File: src/heap_allocation_tracker_assert.svh
// Assertion macros for the heap allocation tracker.
`ifndef HEAP_ALLOCATION_TRACKER_ASSERT_SVH
`define HEAP_ALLOCATION_TRACKER_ASSERT_SVH

`ifndef NO_ASSERTIONS
`define HAT_ASSERT_IMPL(label, clk, rst_n, a, b) \
    label: assert property (@(posedge clk) disable iff (!rst_n) (a) |-> (b)) \
        else $error("heap tracker check failed");
`define HAT_ASSERT_NEXT(label, clk, rst_n, a, b) \
    label: assert property (@(posedge clk) disable iff (!rst_n) (a) |=> (b)) \
        else $error("heap tracker check failed");
`else
`define HAT_ASSERT_IMPL(label, clk, rst_n, a, b)
`define HAT_ASSERT_NEXT(label, clk, rst_n, a, b)
`endif

`endif

File: src/hat_pkg.sv
// Shared types and constants of the heap allocation tracker.
package hat_pkg;

    localparam int LIVE_DEPTH  = 16;
    localparam int FREED_DEPTH = 16;
    localparam int LIVE_IDX_W  = $clog2(LIVE_DEPTH);
    localparam int LIVE_CNT_W  = $clog2(LIVE_DEPTH + 1);
    localparam int FREED_IDX_W = $clog2(FREED_DEPTH);
    localparam int FREED_CNT_W = $clog2(FREED_DEPTH + 1);
    localparam int Q_DEPTH     = 2;
    localparam int Q_PTR_W     = $clog2(Q_DEPTH);
    localparam int Q_CNT_W     = $clog2(Q_DEPTH + 1);

    localparam logic [2:0] ST_OK       = 3'd0;
    localparam logic [2:0] ST_DOUBLE   = 3'd1;
    localparam logic [2:0] ST_INVALID  = 3'd2;
    localparam logic [2:0] ST_FULL     = 3'd3;
    localparam logic [2:0] ST_RUNKNOWN = 3'd4;
    localparam logic [2:0] ST_LEAK     = 3'd5;
    localparam logic [2:0] ST_DONE     = 3'd6;

    localparam logic [1:0] ACT_ALLOC   = 2'd0;
    localparam logic [1:0] ACT_FREE    = 2'd1;
    localparam logic [1:0] ACT_REALLOC = 2'd2;

    typedef enum logic [1:0] {
        OP_ALLOC,
        OP_FREE,
        OP_MOVE,
        OP_SCAN
    } op_t;

    typedef struct packed {
        op_t         op;
        logic        widen;
        logic [31:0] addr;
        logic [31:0] size;
        logic [31:0] key;
    } cmd_t;

endpackage

File: src/hat_front.sv
// Front end: accepts events, classifies them and queues commands for the back end.
module hat_front (
    input  logic         clk,
    input  logic         rst_n,
    input  logic         start,
    output logic         busy,
    input  logic [1:0]   action,
    input  logic [31:0]  block_addr,
    input  logic [31:0]  block_size,
    input  logic [31:0]  prior_addr,
    output logic         cmd_valid,
    output hat_pkg::cmd_t cmd,
    input  logic         cmd_pop
);
    import hat_pkg::*;

    cmd_t               q_reg [Q_DEPTH];
    logic [Q_PTR_W-1:0] wp_reg;
    logic [Q_PTR_W-1:0] rp_reg;
    logic [Q_CNT_W-1:0] cnt_reg;
    cmd_t               cls;
    logic               push;
    logic               pop;

    always_comb
    begin
        cls.addr  = block_addr;
        cls.size  = block_size;
        cls.key   = block_addr;
        cls.widen = 1'b0;
        cls.op    = OP_SCAN;
        case (action)
            ACT_ALLOC:
            begin
                cls.op    = OP_ALLOC;
                cls.widen = 1'b1;
            end
            ACT_FREE:
            begin
                cls.op = OP_FREE;
            end
            ACT_REALLOC:
            begin
                cls.widen = 1'b1;
                cls.key   = prior_addr;
                if (prior_addr == 32'd0)
                    cls.op = OP_ALLOC;
                else if (block_size == 32'd0)
                    cls.op = OP_FREE;
                else
                    cls.op = OP_MOVE;
            end
            default:
            begin
                cls.op = OP_SCAN;
            end
        endcase
    end

    assign busy      = (cnt_reg == Q_CNT_W'(Q_DEPTH));
    assign cmd_valid = (cnt_reg != '0);
    assign push      = start && !busy;
    assign pop       = cmd_pop && cmd_valid;
    assign cmd       = q_reg[rp_reg];

    always_ff @(posedge clk)
    begin
        if (push)
            q_reg[wp_reg] <= cls;
    end

    always_ff @(posedge clk or negedge rst_n)
    begin
        if (!rst_n)
        begin
            wp_reg  <= '0;
            rp_reg  <= '0;
            cnt_reg <= '0;
        end
        else
        begin
            if (push)
                wp_reg <= (wp_reg == Q_PTR_W'(Q_DEPTH - 1)) ? '0 : wp_reg + 1'b1;
            if (pop)
                rp_reg <= (rp_reg == Q_PTR_W'(Q_DEPTH - 1)) ? '0 : rp_reg + 1'b1;
            if (push && !pop)
                cnt_reg <= cnt_reg + 1'b1;
            else if (pop && !push)
                cnt_reg <= cnt_reg - 1'b1;
        end
    end

endmodule

File: src/hat_back.sv
// Back end: live table, freed ring, heap bounds and result generation.
module hat_back (
    input  logic         clk,
    input  logic         rst_n,
    input  logic [7:0]   redzone,
    input  logic         cmd_valid,
    input  hat_pkg::cmd_t cmd,
    output logic         cmd_pop,
    output logic         strobe,
    output logic [2:0]   status,
    output logic [31:0]  report_addr,
    output logic [31:0]  report_len,
    output logic [31:0]  heap_low,
    output logic [31:0]  heap_high,
    output logic         last
);
    import hat_pkg::*;

    typedef enum logic [1:0] {
        S_IDLE,
        S_CALC,
        S_APPLY,
        S_SCAN
    } state_t;

    state_t                 state_reg;
    cmd_t                   cmd_reg;
    logic [31:0]            lo_reg;
    logic [31:0]            hi_reg;
    logic                   found_reg;
    logic [LIVE_IDX_W-1:0]  idx_reg;
    logic                   fhit_reg;
    logic [LIVE_CNT_W-1:0]  live_count_reg;
    logic [FREED_CNT_W-1:0] freed_count_reg;
    logic [FREED_IDX_W-1:0] freed_head_reg;
    logic [31:0]            bound_low_reg;
    logic [31:0]            bound_high_reg;
    logic [LIVE_CNT_W-1:0]  scan_idx_reg;
    logic                   strobe_reg;
    logic [2:0]             status_reg;
    logic [31:0]            raddr_reg;
    logic [31:0]            rlen_reg;
    logic                   last_reg;

    logic [31:0] live_start [LIVE_DEPTH];
    logic [31:0] live_end   [LIVE_DEPTH];
    logic [31:0] freed_key  [FREED_DEPTH];

    logic [31:0]           fp_t;
    logic [31:0]           fp_len;
    logic [31:0]           fp_lo;
    logic [31:0]           fp_hi;
    logic                  m_found;
    logic [LIVE_IDX_W-1:0] m_idx;
    logic                  m_fhit;
    logic                  full;
    logic                  do_remove;
    logic                  do_alloc;
    logic                  do_move;
    logic [31:0]           low_next;
    logic [31:0]           high_next;
    logic [31:0]           scan_start;
    logic [31:0]           scan_end;

    // footprint of the block in cmd_reg
    always_comb
    begin
        fp_t   = cmd_reg.size + {23'd0, redzone, 1'b0} + 32'd4;
        fp_len = (fp_t < 32'd16) ? 32'd16 : ((fp_t + 32'd7) & ~32'd7);
        fp_lo  = cmd_reg.addr - {24'd0, redzone} - 32'd4;
        fp_hi  = cmd_reg.addr - {24'd0, redzone} + fp_len;
    end

    // first live match and freed ring membership
    always_comb
    begin
        m_found = 1'b0;
        m_idx   = '0;
        m_fhit  = 1'b0;
        for (int i = LIVE_DEPTH - 1; i >= 0; i--)
        begin
            if ((LIVE_CNT_W'(i) < live_count_reg) && (live_start[i] == cmd_reg.key))
            begin
                m_found = 1'b1;
                m_idx   = LIVE_IDX_W'(i);
            end
        end
        for (int j = 0; j < FREED_DEPTH; j++)
        begin
            if ((FREED_CNT_W'(j) < freed_count_reg) && (freed_key[j] == cmd_reg.key))
                m_fhit = 1'b1;
        end
    end

    assign full      = (live_count_reg == LIVE_CNT_W'(LIVE_DEPTH));
    assign do_remove = (state_reg == S_APPLY) && found_reg &&
                       ((cmd_reg.op == OP_FREE) || (cmd_reg.op == OP_MOVE));
    assign do_move   = do_remove && (cmd_reg.op == OP_MOVE);
    assign do_alloc  = (state_reg == S_APPLY) && (cmd_reg.op == OP_ALLOC) && !full;
    assign low_next  = (cmd_reg.widen && (lo_reg < bound_low_reg)) ? lo_reg : bound_low_reg;
    assign high_next = (cmd_reg.widen && (bound_high_reg < hi_reg)) ? hi_reg : bound_high_reg;
    assign scan_start = live_start[scan_idx_reg[LIVE_IDX_W-1:0]];
    assign scan_end   = live_end[scan_idx_reg[LIVE_IDX_W-1:0]];
    assign cmd_pop    = (state_reg == S_IDLE) && cmd_valid;

    always_ff @(posedge clk)
    begin
        if (state_reg == S_IDLE && cmd_valid)
            cmd_reg <= cmd;
        if (state_reg == S_CALC)
        begin
            lo_reg    <= fp_lo;
            hi_reg    <= fp_hi;
            found_reg <= m_found;
            idx_reg   <= m_idx;
            fhit_reg  <= m_fhit;
        end
        // removal closes the gap; a move then lands at the tail
        if (do_remove)
        begin
            for (int i = 0; i < LIVE_DEPTH - 1; i++)
            begin
                if (LIVE_IDX_W'(i) >= idx_reg)
                begin
                    live_start[i] <= live_start[i + 1];
                    live_end[i]   <= live_end[i + 1];
                end
            end
            freed_key[freed_head_reg] <= cmd_reg.key;
        end
        if (do_move)
        begin
            live_start[LIVE_IDX_W'(live_count_reg - 1'b1)] <= cmd_reg.addr;
            live_end[LIVE_IDX_W'(live_count_reg - 1'b1)]   <= cmd_reg.addr + cmd_reg.size;
        end
        if (do_alloc)
        begin
            live_start[live_count_reg[LIVE_IDX_W-1:0]] <= cmd_reg.addr;
            live_end[live_count_reg[LIVE_IDX_W-1:0]]   <= cmd_reg.addr + cmd_reg.size;
        end
    end

    always_ff @(posedge clk or negedge rst_n)
    begin
        if (!rst_n)
        begin
            state_reg       <= S_IDLE;
            live_count_reg  <= '0;
            freed_count_reg <= '0;
            freed_head_reg  <= '0;
            bound_low_reg   <= 32'hffffffff;
            bound_high_reg  <= 32'd0;
            scan_idx_reg    <= '0;
            strobe_reg      <= 1'b0;
            status_reg      <= ST_OK;
            raddr_reg       <= 32'd0;
            rlen_reg        <= 32'd0;
            last_reg        <= 1'b0;
        end
        else
        begin
            strobe_reg <= 1'b0;
            case (state_reg)
                S_IDLE:
                begin
                    if (cmd_valid)
                        state_reg <= (cmd.op == OP_SCAN) ? S_SCAN : S_CALC;
                    scan_idx_reg <= '0;
                end
                S_CALC:
                begin
                    state_reg <= S_APPLY;
                end
                S_APPLY:
                begin
                    state_reg      <= S_IDLE;
                    bound_low_reg  <= low_next;
                    bound_high_reg <= high_next;
                    strobe_reg     <= 1'b1;
                    last_reg       <= 1'b1;
                    rlen_reg       <= 32'd0;
                    status_reg     <= ST_OK;
                    raddr_reg      <= 32'd0;
                    case (cmd_reg.op)
                        OP_ALLOC:
                        begin
                            if (full)
                            begin
                                status_reg <= ST_FULL;
                                raddr_reg  <= cmd_reg.addr;
                            end
                            else
                                live_count_reg <= live_count_reg + 1'b1;
                        end
                        OP_FREE:
                        begin
                            if (!found_reg)
                            begin
                                status_reg <= fhit_reg ? ST_DOUBLE : ST_INVALID;
                                raddr_reg  <= cmd_reg.key;
                            end
                            else
                                live_count_reg <= live_count_reg - 1'b1;
                        end
                        OP_MOVE:
                        begin
                            if (!found_reg)
                            begin
                                status_reg <= ST_RUNKNOWN;
                                raddr_reg  <= cmd_reg.key;
                            end
                        end
                        default:
                        begin
                            status_reg <= ST_OK;
                        end
                    endcase
                    if (do_remove)
                    begin
                        freed_head_reg <= (freed_head_reg == FREED_IDX_W'(FREED_DEPTH - 1)) ?
                                          '0 : freed_head_reg + 1'b1;
                        if (freed_count_reg != FREED_CNT_W'(FREED_DEPTH))
                            freed_count_reg <= freed_count_reg + 1'b1;
                    end
                end
                S_SCAN:
                begin
                    strobe_reg <= 1'b1;
                    if (scan_idx_reg < live_count_reg)
                    begin
                        status_reg   <= ST_LEAK;
                        raddr_reg    <= scan_start;
                        rlen_reg     <= scan_end - scan_start;
                        last_reg     <= 1'b0;
                        scan_idx_reg <= scan_idx_reg + 1'b1;
                    end
                    else
                    begin
                        status_reg <= ST_DONE;
                        raddr_reg  <= 32'd0;
                        rlen_reg   <= 32'd0;
                        last_reg   <= 1'b1;
                        state_reg  <= S_IDLE;
                    end
                end
                default:
                begin
                    state_reg <= S_IDLE;
                end
            endcase
        end
    end

    assign strobe      = strobe_reg;
    assign status      = status_reg;
    assign report_addr = raddr_reg;
    assign report_len  = rlen_reg;
    assign heap_low    = bound_low_reg;
    assign heap_high   = bound_high_reg;
    assign last        = last_reg;

endmodule

File: src/heap_allocation_tracker.sv
// Heap allocation tracker top level: redzone register, front end and back end.
// An event is taken when start is high and busy is low; up to two events wait in
// a command queue, and busy rises only when that queue is full. Allocate, free and
// reallocate pass through the back-end steps in order (pop, match and footprint, update) and
// give one result strobe; a leak scan of N live blocks gives N leak strobes and then
// a done strobe, at one result a cycle. Results appear for
// one cycle and cannot be held off by the receiver. Redzone writes take effect at
// once and must be made while no event is in flight.
module heap_allocation_tracker (
    input  logic        clk,
    input  logic        rst_n,
    input  logic        start,
    output logic        busy,
    input  logic [1:0]  action,
    input  logic [31:0] block_addr,
    input  logic [31:0] block_size,
    input  logic [31:0] prior_addr,
    input  logic        redzone_we,
    input  logic [7:0]  redzone_data,
    output logic        strobe,
    output logic [2:0]  status,
    output logic [31:0] report_addr,
    output logic [31:0] report_len,
    output logic [31:0] heap_low,
    output logic [31:0] heap_high,
    output logic        last
);
    import hat_pkg::*;

    `include "heap_allocation_tracker_assert.svh"

    logic [7:0] redzone_reg;
    logic       cmd_valid;
    cmd_t       cmd;
    logic       cmd_pop;

    always_ff @(posedge clk or negedge rst_n)
    begin
        if (!rst_n)
            redzone_reg <= 8'd16;
        else if (redzone_we)
            redzone_reg <= redzone_data;
    end

    hat_front u_front (
        .clk        (clk),
        .rst_n      (rst_n),
        .start      (start),
        .busy       (busy),
        .action     (action),
        .block_addr (block_addr),
        .block_size (block_size),
        .prior_addr (prior_addr),
        .cmd_valid  (cmd_valid),
        .cmd        (cmd),
        .cmd_pop    (cmd_pop)
    );

    hat_back u_back (
        .clk         (clk),
        .rst_n       (rst_n),
        .redzone     (redzone_reg),
        .cmd_valid   (cmd_valid),
        .cmd         (cmd),
        .cmd_pop     (cmd_pop),
        .strobe      (strobe),
        .status      (status),
        .report_addr (report_addr),
        .report_len  (report_len),
        .heap_low    (heap_low),
        .heap_high   (heap_high),
        .last        (last)
    );

    `HAT_ASSERT_IMPL(a_notlast_is_leak, clk, rst_n, strobe && !last, status == ST_LEAK)
    `HAT_ASSERT_IMPL(a_done_is_last, clk, rst_n, strobe && (status == ST_DONE), last)
    `HAT_ASSERT_IMPL(a_ok_no_addr, clk, rst_n, strobe && ((status == ST_OK) || (status == ST_DONE)), report_addr == 32'd0)
    `HAT_ASSERT_NEXT(a_leak_then_more, clk, rst_n, strobe && !last, strobe)

endmodule

File: config.mk
export PLATFORM = sky130hd
export DESIGN_NAME = heap_allocation_tracker
export DESIGN_NICKNAME = d
export VERILOG_FILES = /design/src/hat_pkg.sv /design/src/hat_front.sv /design/src/hat_back.sv /design/src/heap_allocation_tracker.sv
export VERILOG_INCLUDE_DIRS = /design/src /design/src/src
export SDC_FILE = /design/constraint.sdc
export NUM_CORES = 2
export LEC_CHECK = 0
export BUFFER_PORTS_ARGS = -buffer_cell sky130_fd_sc_hd__buf_2
export CAP_MARGIN = 5
export CORE_UTILIZATION = 66
export DETAILED_ROUTE_END_ITERATION = 12
export PLACE_DENSITY = 0.83
export SYNTH_ARGS = -nofsm -noshare
export SYNTH_HDL_FRONTEND = slang
export SYNTH_SLANG_ARGS = --single-unit
File: constraint.sdc
create_clock -name clk -period 11.3 [get_ports clk]
set_clock_uncertainty 0.15 [all_clocks]
set_input_delay 0 -clock clk [delete_from_list [all_inputs] [get_ports clk]]
set_output_delay 0 -clock clk [all_outputs]
set_load 0.01 [all_outputs]
# Word-level counts from Yosys, hierarchy flattened
# Memories as Yosys holds them, arrays and structs flattened.
# Index checks and enable logic that the tools add are counted.
dict set report word_totals {
  regBits 335
  ramBits 1734
  in_bits 110
  out_inout_bits 134
  elab_cells 339
  memories 4
}
dict set report op_classes {
  add_sub_neg 17
  n_lt_le_gt_ge 51
  n_eq_ne 49
  n_mux 113
  reduce_logical 76
}
# name depth width rd rd_clocked_by_memory_dff wr line
set memory_table {}
lappend memory_table {u_back.freed_key 16 32 16 0 1 hat_back.sv:47} ;# logic [31:0] freed_key [FREED_DEPTH];
lappend memory_table {u_back.live_end 16 32 16 0 16 hat_back.sv:46} ;# logic [31:0] live_end [LIVE_DEPTH];
lappend memory_table {u_back.live_start 16 32 17 0 16 hat_back.sv:45} ;# logic [31:0] live_start [LIVE_DEPTH];
lappend memory_table {u_front.q_reg 2 99 1 0 1 hat_front.sv:17} ;# cmd_t q_reg [Q_DEPTH];
# operator n
set ops {}
lappend ops {{$eq A32 B32 Y1} 32}
lappend ops {{$mux W32} 8}
lappend ops {{$pmux W32 S2} 3}
lappend ops {{$lt A4 B5 Y1 const A} 16}
lappend ops {{$add A32 B3 Y32 const B} 2}
lappend ops {{$add A32 B32 Y32} 2}
lappend ops {{$logic_not A32 Y1} 2}
lappend ops {{$lt A32 B32 Y1} 2}
lappend ops {{$reduce_or A32 Y1} 2}
lappend ops {{$mux W1} 63}
lappend ops {{$logic_and A1 B1 Y1} 44}
lappend ops {{$mux W4} 11}
lappend ops {{$lt A3 B5 Y1 const A} 8}
lappend ops {{$add A32 B9 Y32} 1}
lappend ops {{$lt A32 B5 Y1 const B} 1}
lappend ops {{$sub A32 B3 Y32 const B} 1}
lappend ops {{$sub A32 B32 Y32} 1}
lappend ops {{$sub A32 B8 Y32} 1}
lappend ops {{$reduce_or A15 Y1} 2}
lappend ops {{$ge A4 B4 Y1 const A} 7}
lappend ops {{$mux W2} 12}
lappend ops {{$lt A1 B5 Y1 const A} 4}
lappend ops {{$lt A2 B5 Y1 const A} 4}
lappend ops {{$pmux W5 S2} 2}
lappend ops {{34 further kinds} 75}

# Depth between registers and ports, before layout
# An unclocked memory read counts as a cell.
dict set report logic_depth {
  word_depth 18
  mapped_depth 28
  depth_no_buf 27
}

# By module
# Synthesis repeated with hierarchy kept, for this count alone.
dict set report hier_totals {
  hier_cells 7719
  hier_area_um2 105666.3
}
# module n_inst cells_per_inst area_each_um2 seq_area_each_um2
set modules_own_cells {}
lappend modules_own_cells {hat_back 1 7312 97444.7 55032.8}
lappend modules_own_cells {hat_front 1 390 7888.8 6045.8}
lappend modules_own_cells {heap_allocation_tracker 1 17 332.8 201.4}

# Worst setup path after synthesis
# OpenSTA, ideal clock, no wires.
dict set report synth_timing {
  path_type {register to register}
  from {register redzone_reg[1]}
  to {register u_back.hi_reg[31], data pin}
  setup_time_ps 263
  arrival_ps 6590
  slack_ps 4297
  stages_incl_launch_ff 28
  path_buffers 0
  path_cell_list {dfrtp_1 -> inv_1 -> ha_1 -> inv_1 -> ha_1 -> fa_1 -> a21o_1 -> a221oi_4 -> a2111oi_0 -> nand3_1 -> xnor2_1 -> nor4_1 -> nand4_1 -> a211oi_1 -> and4_1 -> nor2_1 -> ha_1 -> fa_1 -> a211o_1 -> a21oi_1 -> o221ai_1 -> a21bo_2 -> o41a_1 -> a221oi_1 -> o21ai_0 -> a31oi_1 -> xnor2_1 -> xnor2_1}
}
dict set report synth_via {
  elab_chain_cells 5
}
# element line
set synth_rtl {}
lappend synth_rtl {{start: declaration} heap_allocation_tracker.sv:32} ;# logic [7:0] redzone_reg;
lappend synth_rtl {{start signal: assignment} heap_allocation_tracker.sv:42} ;# redzone_reg <= redzone_data;
lappend synth_rtl {{$add A32 B9 Y32} hat_back.sv:68} ;# fp_t = cmd_reg.size + {23'd0, redzone, 1'b0} + 32'd4;
lappend synth_rtl {{$add A32 B3 Y32} hat_back.sv:68}
lappend synth_rtl {{$add A32 B3 Y32 or $lt A32 B5 Y1 (tied branches)} hat_back.sv:69} ;# fp_len = (fp_t < 32'd16) ? 32'd16 : ((fp_t + 32'd7) & ~32'd7);
lappend synth_rtl {{$mux W32} hat_back.sv:69}
lappend synth_rtl {{$add A32 B32 Y32 *} hat_back.sv:71} ;# fp_hi = cmd_reg.addr - {24'd0, redzone} + fp_len;
lappend synth_rtl {{named net u_back.fp_hi[31]} hat_back.sv:52} ;# logic [31:0] fp_hi;
lappend synth_rtl {{end signal: assignment} hat_back.sv:113} ;# hi_reg <= fp_hi;
lappend synth_rtl {{end: declaration} hat_back.sv:29} ;# logic [31:0] hi_reg;
# Mark *: on every way through the listed nets, which the timed path passes. The rest lies on a longest branch.
# A chain may end at the register's enable or synchronous reset.

# Worst setup path in the final report
# Same ends and word-level chain as after synthesis.

==> run_results.csv <==
group,metric,value,unit
run_status,outcome,"complete, but fails checks",
run_status,violations,"slew limit",
global_route,grt_usage,0.4760,
logic_synthesis,yosys_warnings,0,
floorplanning,core_area,160400,µm²
floorplanning,die_area,163100,µm²
clock_network,insertion_delay,0.89,ns
floorplanning,initial_core_util,0.6645,
floorplanning,chipWidth,403.8,µm
power_and_ir_drop,internal_power,19.23,mW
clock_network,cts.root.buffer_cell,"clkbuf_16",
sta,max_freq,120.4,MHz
logic_synthesis,avgSynthCellArea,13.02,µm²
routing,routed_wl,390300,µm
routing,drtAntennaViolNets,0,
routing,wire_per_inst,35.90,µm
sta,fin_crit,8.309,ns
power_and_ir_drop,clock_power_share,0.200,
logic_synthesis,synthCells,8188,
setup_path,required,11.74,ns
setup_path,worstPathMaxFanout,9,
clock_network,path_clk_slew,0.07,ns
routing,avgViaCountPerCell,7.173,
floorplanning,io_pins,244,
power_and_ir_drop,p_comb_frac,0.466,
place,dp_hpwl,243300,µm
clock_network,cts_resized,0,
power_and_ir_drop,power.switching,15.51,mW
place,gp_congestion,1.049,
routing,vias,77970,
floorplanning,rows,147,
global_route,grt_pass1_vias,76100,
logic_synthesis,ys.flop_type,"edfxtp_1",
routing,drt_iter0_drc,12920,
global_route,grt_max_degree,109,
sta,relSlewSlack,-0.03577,
clock_network,post_cts_buffers,0,
power_and_ir_drop,p_seq_frac,0.334,
place,place_ws,3.123,ns
sta,period_share,0.7353,
cells_and_area,fin_nets,8834,
cells_and_area,syn_to_final_growth,12.28,%
clock_network,clock_path_buffers,3,
clock_network,htree_levels,4,
global_route,grt_overflow,0,
cells_and_area,fillCellCount,9712,
cells_and_area,drive_gt1_frac,0.2044,
place,dpl_cell_area,110700,µm²
place,port-buffer-count,243,
global_route,grt_pass1_wl,550000,µm
global_route,antenna_found_initial,32,
sta,setup-tns-final,0,ns
logic_synthesis,synth_edf_count,1901,
sta,rsz0062_at_grt,"no",
flow_run,cap_violations,0,
logic_synthesis,ys_seq_area_frac,0.5750,
logic_synthesis,synthesis.nets,8499,
sta,final_hold_viol_count,0,
routing,dr.pass1.iters,6,
logic_synthesis,synth_seq_cells,2067,
sta,setup_viol,0,
logic_synthesis,syn-cell-area,106600,µm²
sta,fin_ws,2.991,ns
logic_synthesis,ys_async_sr_fraction,0.08031,
hold_path,hp-class,"in2reg",
setup_path,crit_type,"reg2reg",
clock_network,cts_tree,"yes",
sta,maxSlewViolCount,6,
power_and_ir_drop,power,34.74,mW
power_and_ir_drop,power.density,290.4,nW/µm²
cells_and_area,largestRegisters,"u_back.freed_key: 512 flops, u_back.live_end: 512 flops, u_back.live_start: 512 flops",
power_and_ir_drop,power.leakage,42.89,nW
setup_path,arrival,8.75,ns
clock_network,numCtsBuffers,205,
power_and_ir_drop,ir_worst_vdd,0.3251,mV
power_and_ir_drop,netSwitchingFraction,0.4464,
setup_path,startpoint_type,"register",
clock_network,hold_buffers,237,
clock_network,cts_sinks,2067,
logic_synthesis,ys_types,88,
routing,route.detailed.drc,0,
cells_and_area,stdcell_area,119700,µm²
setup_path,cp-end-kind,"register",
sta,worst_pin_slew,1.554,ns
floorplanning,die_height,403.8,µm
==> power groups by stage <==
stage | clock (mW) | sequential, mW | combinational, mW
floorplan | 0 | 11.5 | 9.00
finish | 6.96 | 11.6 | 16.2
global placement | 0 | 11.5 | 14.9
CTS | 6.82 | 11.5 | 15.4
detailed placement | 0 | 11.6 | 15.2
global route | 7.17 | 11.6 | 16.6
==> through the flow <==
stage,std cells,util,hold WS (ns)
after global placement,10240,0.6899,-0.01352
final,10870,0.7461,0.2455
after detailed placement,10240,0.6900,-0.001618
after global routing,10860,0.7460,0.2752
after CTS,10860,0.7459,0.2140
after floorplan,8188,-,-0.4456
==> cells by family (layout without fill, tap and decap cells) <==
group | after synthesis | after routing | synth area share
xor+xnor | 1210 | 1210 | 0.09944
fa+ha+maj | 201 | 201 | 0.02395
compound gates | 1357 | 1357 | 0.07903
flops | 2067 | 2067 | 0.5750
buf+inv | 751 | 1260 | 0.02663
other cells | 0 | 13 | 0
simple gates | 1513 | 1513 | 0.06960
mux | 1089 | 1089 | 0.1263
==> critical path: stages, from the launching register on <==
cell	delay, ns
dfrtp_1	0.39
inv_1	0.10
ha_1	0.29
inv_1	0.04
ha_1	0.22
fa_1	0.50
a21o_1	0.26
a221oi_4	0.53
a211oi_1	0.19
xnor2_1	0.63
nand4_1	0.32
nor4_1	0.34
nand4_1	0.13
a211oi_1	0.23
and4_1	0.22
nor2_1	0.06
ha_1	0.25
fa_1	0.50
a211o_1	0.34
a21oi_1	0.23
o221ai_1	0.23
a21bo_2	0.28
o41a_1	0.44
a221oi_1	0.43
o21ai_0	0.23
a31oi_1	0.26
xnor2_1	0.11
xnor2_1	0.13
==> worst paths after layout <==
check / startpoint / end / slack [ns] / cells after the start
max in group asynchronous: rst_n / u_back.state_reg[1] / 10.01 / 4
worst max register to register: redzone_reg[1] / u_back.hi_reg[31] / 2.99 / 27
min in group asynchronous: rst_n / redzone_reg[4] / 0.30 / 3
worst min register to register: u_back.report_addr[22] / u_back.report_addr[22] / 0.32 / 1
worst max-delay path: redzone_reg[1] / u_back.hi_reg[31] / 2.99 / 27
worst min-delay path: start / u_front.q_reg[1][97] / 0.25 / 3
==> synth_stat cells, types with 8 or more instances <==
cell	n	area share
edfxtp_1	1901	0.54
inv_1	191	0.0067
or3_1	19	0.0011
mux2_2	767	0.081
o2111ai_1	8	0.00066
a211o_1	10	0.00082
dfrtp_1	133	0.031
dfstp_2	33	0.0081
a31oi_1	19	0.0011
nor2_1	134	0.0047
o221ai_1	31	0.0025
o31a_1	11	0.00090
xnor2_1	536	0.044
o31ai_1	8	0.00056
a2111oi_0	15	0.0012
nor3_1	63	0.0030
o21a_1	52	0.0037
buf_1	121	0.0043
a22oi_1	69	0.0049
a221oi_1	97	0.0080
nand2_1	690	0.024
a21o_1	68	0.0048
mux4_2	128	0.027
and3_1	32	0.0019
ha_1	196	0.023
clkbuf_1	434	0.015
or2_2	14	0.00082
nand2b_1	31	0.0018
o211ai_1	11	0.00077
mux2i_1	194	0.018
a211oi_1	19	0.0013
o21ai_0	659	0.031
a22o_1	25	0.0021
nand4_1	153	0.0090
nor4_1	208	0.012
nor2b_1	30	0.0018
xor2_1	674	0.055
or4_1	8	0.00056
and2_1	23	0.0014
nand3_1	66	0.0031
and4_1	10	0.00082
a21oi_1	183	0.0086
==> placed cells by master, fill, tap and decap left out, drive strengths merged, types with 32 or more instances in the layout <==
master	instances
edfxtp	1901
mux2	767
nand2	690
xor2	674
o21ai	661
xnor2	536
buf	451
clkbuf	258
dlygate4sd3	236
nor4	210
inv	201
ha	196
mux2i	194
a21oi	183
nand4	153
nor2	134
dfrtp	133
mux4	128
a221oi	98
clkinv	87
a22oi	69
a21o	69
nand3	66
nor3	63
o21a	52
dfstp	33
and3	32
==> cell type report <==
class / instances / area [µm²] / share of cell area
well taps: 2160 / 2703 / 0.02259
repair buffers: 688 / 5326 / 0.04451
clock inverters: 124 / 1121 / 0.009369
inverters: 191 / 719.4 / 0.006013
multi-input cells: 5370 / 43000 / 0.3594
diodes: 13 / 32.53 / 0.0002719
clock buffers: 257 / 5450 / 0.04555
flip-flops and latches: 2067 / 61300 / 0.5123
==> metal layers <==
| metal | vias up | share of wire | GRT usage |
|---|---|---|---|
| met5 | - | 0.00054 | 0 |
| met4 | 34 | 0.090 | 0.3474 |
| met3 | 1650 | 0.14 | 0.1544 |
| met2 | 7009 | 0.43 | 0.6951 |
| met1 | 37980 | 0.34 | 0.5969 |
| li1 | 31300 | - | - |
Power figures use the tool's default switching activity.
